File: config.mk
export PLATFORM = sky130hd
export DESIGN_NAME = tagged_chunk_message_deframer
export DESIGN_NICKNAME = d
export VERILOG_FILES = /design/src/rtl/core/tcmd_pkg.sv /design/src/rtl/core/tagged_chunk_message_deframer.sv
export SDC_FILE = /design/constraint.sdc
export NUM_CORES = 1
export LEC_CHECK = 0
export BUFFER_PORTS_ARGS = -buffer_cell sky130_fd_sc_hd__buf_2
export CAP_MARGIN = 20
export CELL_PAD_IN_SITES_DETAIL_PLACEMENT = 0
export CELL_PAD_IN_SITES_GLOBAL_PLACEMENT = 1
export CORE_MARGIN = 2
export CORE_UTILIZATION = 49
export DETAILED_ROUTE_END_ITERATION = 12
export PLACE_DENSITY = 0.87
export SYNTH_ARGS = -nofsm -noshare
export SYNTH_HDL_FRONTEND = slang
export SYNTH_SLANG_ARGS = --single-unit
File: constraint.sdc
create_clock -name clk -period 10.5 [get_ports clk]
set_input_delay 0.525 -clock clk [delete_from_list [all_inputs] [get_ports clk]]
set_output_delay 0.525 -clock clk [all_outputs]
set_load 0.02 [all_outputs]
File: src/rtl/core/tcmd_pkg.sv
// ----------------------------------------------------------------------------
// tcmd_pkg
// Types and codes shared by the tagged chunk message deframer and its checker.
// ----------------------------------------------------------------------------
package tcmd_pkg;

  localparam int unsigned HdrBytes  = 7;
  localparam int unsigned ChunkMin  = 7;
  localparam int unsigned LenBytes  = 4;

  localparam logic [2:0] KIND_HDR_OK   = 3'd0;
  localparam logic [2:0] KIND_DATA     = 3'd1;
  localparam logic [2:0] KIND_EMPTY    = 3'd2;
  localparam logic [2:0] KIND_MSG_END  = 3'd3;
  localparam logic [2:0] KIND_ERROR    = 3'd4;

  localparam logic [1:0] ERR_NONE      = 2'd0;
  localparam logic [1:0] ERR_VERSION   = 2'd1;
  localparam logic [1:0] ERR_OVERRUN   = 2'd2;

  localparam logic [2:0] REG_EXP_VER   = 3'd0;

  typedef enum logic [5:0] {
    PH_DISCARD = 6'b000001,
    PH_HEADER  = 6'b000010,
    PH_CTAG    = 6'b000100,
    PH_CLEN    = 6'b001000,
    PH_CDATA   = 6'b010000,
    PH_CTERM   = 6'b100000
  } phase_t;

  typedef struct packed {
    logic [2:0]  kind;
    logic [7:0]  item_tag;
    logic [7:0]  priority_res;
    logic [31:0] length;
    logic [7:0]  data;
    logic        last_in_chunk;
    logic [1:0]  error_code;
  } res_t;

endpackage

File: src/rtl/core/tagged_chunk_message_deframer.sv
// ----------------------------------------------------------------------------
// tagged_chunk_message_deframer
// Parses a byte stream of tagged, chunked messages into header, data-byte,
// empty-chunk, message-end and error results.
// ----------------------------------------------------------------------------
// One byte is taken per clock and every request is handled in the cycle it
// is accepted; the result (if any) lands in an output register backed by a
// one-entry skid stage, so the input keeps flowing while a result waits.
// Sustained rate is one byte per cycle while results drain; in_ready drops
// only while the skid stage is occupied. expected_version is at byte
// address 0 of the APB port and should be written while the stream is idle.
module tagged_chunk_message_deframer
  import tcmd_pkg::*;
(
  input  logic        clk,
  input  logic        rst_n,
  input  logic        in_valid,
  output logic        in_ready,
  input  logic [7:0]  in_byte_in,
  input  logic        in_first,
  output logic        out_valid,
  input  logic        out_ready,
  output logic [2:0]  out_kind,
  output logic [7:0]  out_item_tag,
  output logic [7:0]  out_priority_res,
  output logic [31:0] out_length,
  output logic [7:0]  out_data,
  output logic        out_last_in_chunk,
  output logic [1:0]  out_error_code,
  input  logic        psel,
  input  logic        penable,
  input  logic        pwrite,
  input  logic [2:0]  paddr,
  input  logic [31:0] pwdata,
  output logic [31:0] prdata,
  output logic        pready
);

  logic [7:0]  exp_ver_r;
  phase_t      phase_r, phase_nxt;
  logic [2:0]  cnt_r, cnt_nxt;
  logic [7:0]  ver_r, ver_nxt;
  logic [7:0]  mtag_r, mtag_nxt;
  logic [7:0]  mprio_r, mprio_nxt;
  logic [31:0] plen_r, plen_nxt;
  logic [31:0] prem_r, prem_nxt;
  logic [7:0]  ctag_r, ctag_nxt;
  logic [31:0] clen_r, clen_nxt;
  logic [31:0] crem_r, crem_nxt;

  logic        out_vld_r, out_vld_nxt;
  res_t        out_r, out_nxt;
  logic        skid_vld_r, skid_vld_nxt;
  res_t        skid_r, skid_nxt;

  logic        accept;
  logic        res_vld;
  res_t        res;
  logic [31:0] plen_full;
  logic [31:0] clen_full;
  logic [31:0] prem_dec;
  logic [31:0] crem_dec;

  // APB
  assign pready = 1'b1;
  assign prdata = (paddr[2] == REG_EXP_VER[0]) ? {24'd0, exp_ver_r} : 32'd0;

  always_ff @(posedge clk) begin
    if (!rst_n) begin
      exp_ver_r <= 8'd0;
    end else if (psel && penable && pwrite && paddr[2] == REG_EXP_VER[0]) begin
      exp_ver_r <= pwdata[7:0];
    end
  end

  assign in_ready  = !skid_vld_r;
  assign accept    = in_valid && in_ready;
  assign plen_full = {plen_r[23:0], in_byte_in};
  assign clen_full = {clen_r[23:0], in_byte_in};
  assign prem_dec  = prem_r - 32'd1;
  assign crem_dec  = crem_r - 32'd1;

  always_comb begin
    phase_nxt = phase_r;
    cnt_nxt   = cnt_r;
    ver_nxt   = ver_r;
    mtag_nxt  = mtag_r;
    mprio_nxt = mprio_r;
    plen_nxt  = plen_r;
    prem_nxt  = prem_r;
    ctag_nxt  = ctag_r;
    clen_nxt  = clen_r;
    crem_nxt  = crem_r;
    res_vld   = 1'b0;
    res       = '0;
    if (in_first) begin
      phase_nxt = PH_HEADER;
      ver_nxt   = in_byte_in;
      cnt_nxt   = 3'd1;
    end else begin
      case (phase_r)
        PH_HEADER: begin
          if (cnt_r == 3'd1) begin
            mtag_nxt = in_byte_in;
          end else if (cnt_r == 3'd2) begin
            mprio_nxt = in_byte_in;
          end else begin
            plen_nxt = plen_full;
          end
          cnt_nxt = cnt_r + 3'd1;
          if (cnt_r == 3'(HdrBytes - 1)) begin
            cnt_nxt = 3'd0;
            res_vld = 1'b1;
            if (ver_r != exp_ver_r) begin
              phase_nxt      = PH_DISCARD;
              res.kind       = KIND_ERROR;
              res.error_code = ERR_VERSION;
            end else begin
              prem_nxt         = plen_full;
              phase_nxt        = (plen_full == 32'd0) ? PH_DISCARD : PH_CTAG;
              res.kind         = KIND_HDR_OK;
              res.item_tag     = mtag_r;
              res.priority_res = mprio_r;
              res.length       = plen_full;
            end
          end
        end
        PH_CTAG: begin
          if (prem_r < 32'(ChunkMin)) begin
            phase_nxt      = PH_DISCARD;
            res_vld        = 1'b1;
            res.kind       = KIND_ERROR;
            res.error_code = ERR_OVERRUN;
          end else begin
            ctag_nxt  = in_byte_in;
            prem_nxt  = prem_dec;
            cnt_nxt   = 3'd0;
            clen_nxt  = 32'd0;
            phase_nxt = PH_CLEN;
          end
        end
        PH_CLEN: begin
          clen_nxt = clen_full;
          prem_nxt = prem_dec;
          cnt_nxt  = cnt_r + 3'd1;
          if (cnt_r == 3'(LenBytes - 1)) begin
            cnt_nxt  = 3'd0;
            crem_nxt = clen_full;
            // length plus terminator must fit in what remains
            if (clen_full >= prem_dec) begin
              phase_nxt      = PH_DISCARD;
              res_vld        = 1'b1;
              res.kind       = KIND_ERROR;
              res.error_code = ERR_OVERRUN;
            end else if (clen_full == 32'd0) begin
              phase_nxt        = PH_CTERM;
              res_vld          = 1'b1;
              res.kind         = KIND_EMPTY;
              res.item_tag     = ctag_r;
              res.priority_res = mprio_r;
            end else begin
              phase_nxt = PH_CDATA;
            end
          end
        end
        PH_CDATA: begin
          prem_nxt = prem_dec;
          crem_nxt = crem_dec;
          if (crem_dec == 32'd0) begin
            phase_nxt = PH_CTERM;
          end
          res_vld           = 1'b1;
          res.kind          = KIND_DATA;
          res.item_tag      = ctag_r;
          res.priority_res  = mprio_r;
          res.length        = clen_r;
          res.data          = in_byte_in;
          res.last_in_chunk = (crem_dec == 32'd0);
        end
        PH_CTERM: begin
          prem_nxt = prem_dec;
          if (prem_dec == 32'd0) begin
            phase_nxt        = PH_DISCARD;
            res_vld          = 1'b1;
            res.kind         = KIND_MSG_END;
            res.item_tag     = mtag_r;
            res.priority_res = mprio_r;
            res.length       = plen_r;
          end else begin
            phase_nxt = PH_CTAG;
          end
        end
        default: begin
          phase_nxt = PH_DISCARD;
        end
      endcase
    end
  end

  // output register with skid stage
  always_comb begin
    out_vld_nxt  = out_vld_r;
    out_nxt      = out_r;
    skid_vld_nxt = skid_vld_r;
    skid_nxt     = skid_r;
    if (out_vld_r && !out_ready) begin
      if (accept && res_vld) begin
        skid_vld_nxt = 1'b1;
        skid_nxt     = res;
      end
    end else if (skid_vld_r) begin
      out_vld_nxt  = 1'b1;
      out_nxt      = skid_r;
      skid_vld_nxt = 1'b0;
    end else if (accept && res_vld) begin
      out_vld_nxt = 1'b1;
      out_nxt     = res;
    end else begin
      out_vld_nxt = 1'b0;
    end
  end

  always_ff @(posedge clk) begin
    if (!rst_n) begin
      phase_r    <= PH_DISCARD;
      cnt_r      <= 3'd0;
      ver_r      <= 8'd0;
      mtag_r     <= 8'd0;
      mprio_r    <= 8'd0;
      plen_r     <= 32'd0;
      prem_r     <= 32'd0;
      ctag_r     <= 8'd0;
      clen_r     <= 32'd0;
      crem_r     <= 32'd0;
      out_vld_r  <= 1'b0;
      skid_vld_r <= 1'b0;
    end else begin
      if (accept) begin
        phase_r <= phase_nxt;
        cnt_r   <= cnt_nxt;
        ver_r   <= ver_nxt;
        mtag_r  <= mtag_nxt;
        mprio_r <= mprio_nxt;
        plen_r  <= plen_nxt;
        prem_r  <= prem_nxt;
        ctag_r  <= ctag_nxt;
        clen_r  <= clen_nxt;
        crem_r  <= crem_nxt;
      end
      out_vld_r  <= out_vld_nxt;
      skid_vld_r <= skid_vld_nxt;
    end
  end

  always_ff @(posedge clk) begin
    out_r  <= out_nxt;
    skid_r <= skid_nxt;
  end

  assign out_valid         = out_vld_r;
  assign out_kind          = out_r.kind;
  assign out_item_tag      = out_r.item_tag;
  assign out_priority_res  = out_r.priority_res;
  assign out_length        = out_r.length;
  assign out_data          = out_r.data;
  assign out_last_in_chunk = out_r.last_in_chunk;
  assign out_error_code    = out_r.error_code;

endmodule

==> metrics, run 1 <==
status finished clean; top cell type's share of synthesized area between 20 and 25%; pwr dens about 140 nW/um^2; I/O Pins about 150; Max Root-Sink Buffers 3; WL per Instance a little over 20 microns; max_cap viols 0; dominant cell type by area after synthesis edfxtp_1; cell-internal power slightly below 2 mW; Startpoint Class register; Setup crit end kind register; switching fraction of total power 23.1%; Net Sw Power around 600 uW; Cell Rows 66; drt total wl 47.9 mm; TNS Setup 0 ps; Most used DFF post-synth dfxtp_1; global-route wire length before repair between 70 and 80 mm; Buffers on Ports 96; Core ar. approximately 33000 sq um; Syn Std Cell Area approximately 16000 sq um; CTS sink count 303; register share of total power a little under 50%; Logic pwr share ~3.8%; Worst-path clk slew around 50 ps; Initial Util between 40% and 50%; cts bufs inserted 35; Post-CTS Setup Repair Bufs 0; largest net degree at the start of global routing slightly below 100; Critical Path Max Stage Delay around 700 ps; Final Cycle Share between 50% and 60%; vias approximately 14000; Layout area overhead 11.1%; unrepaired setup endpoints after global routing no; clock power share between 40% and 50%; post-synthesis sequential area ratio a little under half; multiplexer share of the synthesized area 1.63%; Post-Synthesis Cells roughly 1800; CTS tree built; xor-xnor portion of the synthesized cell area around 1.9%; critical path data arrival time 6020 ps; worst setup margin approximately 4700 ps; Buffers & Inverters on Critical Path 2; number of synthesized flops with an enable pin roughly 120; Die Area 34500 sq um; Slew headroom 28.3%; TritonRoute pass-1 iters 8; adder-cell area share of the yosys netlist between 3 and 4%; maximum vdd drop around 0.11 mV; Simple-Gate Fraction of Synth Area around 23%; Max Clock Freq between 0.15 and 0.2 GHz; Remaining DRCs 0; WP data required ~11000 ps; Distinct cells, synth 82; Hold Vio Cnt, Final 0; count leader, synth nand2_1; DP Worst Slack slightly below 5000 ps; Die X about 190 microns; Max Clock Skew 32.5 ps; Syn. warnings 0; Via density 6.14; commonest cells in the netlist nand2_1, a21oi_1, nor2_1, dfxtp_1, edfxtp_1; Crit Path Class reg2reg; PostCTS Resize Cnt 0; hold_buf cts 0; Antenna diodes 0; Final min period roughly 5800 ps; max-slew violation count 0; GRT Total Usage 27.6%; initial antenna violation count 0; combinational family with the most area after synthesis simple AND/OR/NAND/NOR gates; H-tree Lvls 2; layout cell share with drive strength beyond 1 approximately 12%; ys async rst share 0%; Critical Path, Cell by Cell inv_1 > ha_1 > nor3b_2 > nand3_1 > nor2_1 > nand2_1 > xor2_1 > ha_1 > nand4_1 > nor3_1 > a22oi_1 > o211ai_1 > a21oi_1 > a21oi_1 > o41ai_1 > a21oi_4 > buf_4; Post-DRT Antenna Nets 0; nets between 1500 and 2000; initial drt markers 1477; Yosys reg bits 303; largest delay contributor family on the critical path compound AO/OA/AOI/OAI gates; Root Driver clkbuf_16; Synth Area in Compound Gates 20.2%; Worst path slowest cell o41ai_1; GRT overflow 0; maximum fanout along the worst path 58; final HPWL from detailed placement between 30 and 40 mm; Leak 6.29 nW; top cells by area, synth edfxtp_1, dfxtp_1, nand2_1, a21oi_1, nor2_1; synthesized area per cell between 8 and 9 sq um; worst skew pair latency 540 ps; gpl congestion ~0.94; HP Class in2reg; Final Setup Violations 0; height of the die ~190 microns; Slew @ Worst Pin 1080 ps; vias in the first global route about 13000
-- final cells by class --
type / instances / area [sq um]
fill: 3020 / 14600
multi-input combinational: 1389 / 8210
sequential: 303 / 7310
clock buffer: 47 / 971
timing repair buffer: 117 / 658
tap: 442 / 553
clock inverter: 16 / 178
inverter: 22 / 85.1
-- power by group through the flow --
stage / sequential, mW / clock, mW / combinational (mW)
5_1_grt: 1.22 / 1.27 / 0.105
3_5_place_dp: 1.25 / 0 / 0.0944
3_3_place_gp: 1.25 / 0 / 0.0931
4_1_cts: 1.22 / 1.23 / 0.0948
2_1_floorplan: 1.25 / 0 / 0.0702
6_report: 1.22 / 1.22 / 0.0964
-- metal layers --
| metal | global-route usage (%) | part of all wire (%) | vias to the layer above |
|---|---|---|---|
| met1 | 38.7 | 44 | 6763 |
| met5 | 0 | 0 | - |
| li1 | - | - | 6802 |
| met2 | 42.1 | 43 | 653 |
| met3 | 5.60 | 9.5 | 118 |
| met4 | 10.5 | 3.7 | 0 |
-- registers in the layout, indices dropped and copies added (netlist names), 2 cells and up --
name / count
crem_r: 32
out_kind: 3
skid_r: 62
out_length: 32
exp_ver_r: 8
prem_r: 32
clen_r: 32
out_item_tag: 8
cnt_r: 3
mtag_r: 8
plen_r: 32
out_error_code: 2
out_data: 8
phase_r: 6
ctag_r: 8
mprio_r: 8
ver_r: 8
out_priority_res: 8
-- logic make-up (layout without fill, tap and decap cells) --
group                      Yosys count  count (layout)
and+or+nand+nor                    761             761
AOI/OAI and AO/OA                  501             501
DFF                                303             303
buffers and inverters              176             202
adders and majority gates           42              42
xor gates and xnor gates            35              35
muxes                               25              25
other                                2              25
-- cells in the final DEF (no fill, tap or decap), drive strengths merged, types with 13 or more instances in the layout --
| master | Yosys | routed |
|---|---|---|
| mux2i | 15 | 15 |
| buf | 48 | 117 |
| a21o | 17 | 17 |
| ha | 42 | 42 |
| inv | 22 | 24 |
| or3 | 18 | 18 |
| nor3 | 47 | 47 |
| nor4 | 52 | 52 |
| a22oi | 73 | 73 |
| dfxtp | 179 | 179 |
| o21ai | 58 | 58 |
| or4 | 13 | 13 |
| xor2 | 15 | 15 |
| edfxtp | 124 | 124 |
| and2 | 32 | 32 |
| nand4 | 34 | 34 |
| a311oi | 31 | 31 |
| a21oi | 192 | 192 |
| nor2b | 17 | 17 |
| conb | 2 | 25 |
| nor2 | 187 | 187 |
| xnor2 | 20 | 20 |
| nand2 | 278 | 278 |
| o211ai | 27 | 27 |
| clkbuf | 106 | 47 |
| nand3 | 36 | 36 |
-- metrics by stage --
step	cell area, sq um	std cells	utilization (%)	hold WS [ps]	power (mW)
after floorplan	16300	1868	-	436	1.32
after global placement	16800	2271	51.6	442	1.34
after detailed placement	16800	2271	51.6	447	1.34
after CTS	17900	2334	55.1	235	2.55
after global routing	18000	2336	55.2	247	2.60
final	18000	2336	55.2	246	2.54
-- path summary, 6_finish.rpt --
path,startpoint,to,slack [ps],cells after the start
worst max-delay path,prem_r[0],out_length[6],4670,17
worst min-delay path,pwdata[7],exp_ver_r[7],250,3
worst min register to register,plen_r[25],plen_r[25],460,2
worst max register to register,prem_r[0],out_length[6],4670,17
-- tightest hold or removal path, cell delays in order --
cell and delay [ps]:
buf_2 100, nand2_1 40, a21oi_1 50
No activity file was read; power rests on OpenSTA's default activity.
==> inputs of run 2 (changes only) <==
CORE_UTILIZATION = 41   (was 49)
PLACE_DENSITY = 0.78   (was 0.87)
clock period = 5 ns   (was 10.5 ns; I/O delays follow)
==> run 2 against run 1 <==
- clock power up 110%
- non-clock buffer count is 42 higher
- setup slack worse by 4400 ps
- first-iteration DRC count shrank 4.1%
- critical endpoint is now out_length[15]
- register-to-register slack lost 4400 ps
- largest cell class unchanged
- worst hold slack got worse by 160 ps
- via count increased by 0.72%
- final cell count grew 5.0%
- sequential cell count unchanged
- critical path type unchanged
- count of clock-buffer cells in the layout shrank 1
- utilization fell by 7.7 points
- sequential share of layout area fell by 1.1 points
==> metrics, run 2 (synthesis gave the netlist of run 1 again) <==
vias between 10000 and 15000; H-tree Lvls 2; pwr dens about 290 nW/um^2; vias in the first global route 13400; Cell Rows slightly above 70; initial antenna violation count 0; GRT overflow 0; Max Clock Freq between 0.2 and 0.25 GHz; cts bufs inserted 35; DP Worst Slack approximately 420 ps; height of the die roughly 200 microns; Crit Path Class reg2reg; CTS sink count between 300 and 400; commonest non-fill, non-tap cell in the layout nand2_1; HP Class in2reg; Remaining DRCs 0; Max Clock Skew between 20 and 25 ps; Final Setup Violations 0; maximum fanout along the worst path 42; hold_buf cts 8; CTS tree built; max_cap viols 0; worst skew pair latency 530 ps; PostCTS Resize Cnt 0; I/O Pins roughly 150; Core ar. approximately 39000 sq um; Initial Util a little over two fifths; Post-DRT Antenna Nets 0; layout cell share with drive strength beyond 1 a little over an eighth; Die Area 41000 sq um; Startpoint Class register; reg-to-reg slack, setup around 300 ps; placed insts approximately 2400; largest net degree at the start of global routing 81; Post-CTS Setup Repair Bufs 0; Setup crit start prem_r[0]; status finished clean; GRT Total Usage about a quarter; Final Cycle Share between 90% and 100%; unrepaired setup endpoints after global routing no; Worst-path clk slew 60 ps; final HPWL from detailed placement around 35 mm; Via density between 5 and 6; drt total wl around 50 mm; WP data required ~5300 ps; WL per Instance just over 20 microns; R2R depth 15; TritonRoute pass-1 iters 9; Hold Vio Cnt, Final 0; Max Root-Sink Buffers 3; r2r startpoint prem_r[0]; Setup crit end kind register; final core utilization 47.5%; CP Capture Point out_length[15]; global-route wire length before repair around 78 mm; Slew headroom ~30%; nets 2003; critical path data arrival time about 5000 ps; Final min period roughly 4700 ps; max-slew violation count 0; max reg flops 62; Layout area overhead 14.1%; maximum vdd drop between 0.15 and 0.2 mV; Antenna diodes 0; largest register by flop count skid_r; initial drt markers 1416; Crit Reg-Reg Endpoint out_length[15]; Root Driver clkbuf_16; worst setup margin around 310 ps; Die X around 200 microns; most frequent cells in the layout nand2_1, a21oi_1, nor2_1; TNS Setup 0 ps; gpl congestion a little over 0.9; post-route insts no fill 2453; Slew @ Worst Pin 1040 ps; Buffers on Ports 96; Leak 6.51 nW
[run 2: worst min-delay path by stage]
stage	from	endpoint	slack, ps	cells past startpoint
final	out_ready	skid_vld_r	90	4
after global routing	out_ready	skid_vld_r	100	4
after CTS	out_ready	skid_vld_r	70	4
after detailed placement	plen_r[26]	plen_r[26]	450	2
after global placement	plen_r[31]	plen_r[31]	440	2
after floorplan	pwdata[0]	exp_ver_r[0]	390	2
[run 2: critical path, cell delays in order, from the launching register on]
cell and delay (ps):
dfxtp_1 400, nor4_4 400, nand3_2 320, or3_1 410, xor2_1 170, ha_1 200, a21o_1 190, a21o_1 180
or4_1 500, a41o_1 240, a21oi_1 460, a21oi_1 170, o41ai_1 300, buf_4 200, a21oi_4 50, buf_12 190
[run 2: layer usage]
layer | global-route usage, % | part of all wire, % | vias to the layer above
met5 | 0 | 0 | -
met4 | 7.51 | 2.8 | 0
met3 | 3.87 | 7.7 | 90
met2 | 38.0 | 45 | 599
met1 | 34.3 | 45 | 6883
li1 | - | - | 6867
[run 2: layout make-up]
cell class	count	area, sq um
tap	518	648
fill	3706	20400
multi-input combinational	1389	8220
clock buffer	46	991
sequential	303	7310
inverter	22	85.1
clock inverter	16	183
timing repair buffer	159	1020
[run 2: through the flow]
step,hold WS (ps),cell area [sq um],total power [mW]
4_1_cts,73.0,18400,5.46
3_3_place_gp,442,17200,2.83
2_1_floorplan,386,16300,2.77
5_1_grt,97.6,18500,5.58
3_5_place_dp,449,17200,2.83
6_report,87.6,18500,5.41
[run 2: power breakdown]
part           leakage [nW]  switching [mW]  internal (mW)
Sequential             2.47         0.00855           2.56
Clock                 0.570            1.02           1.60
Combinational          3.47           0.161         0.0607
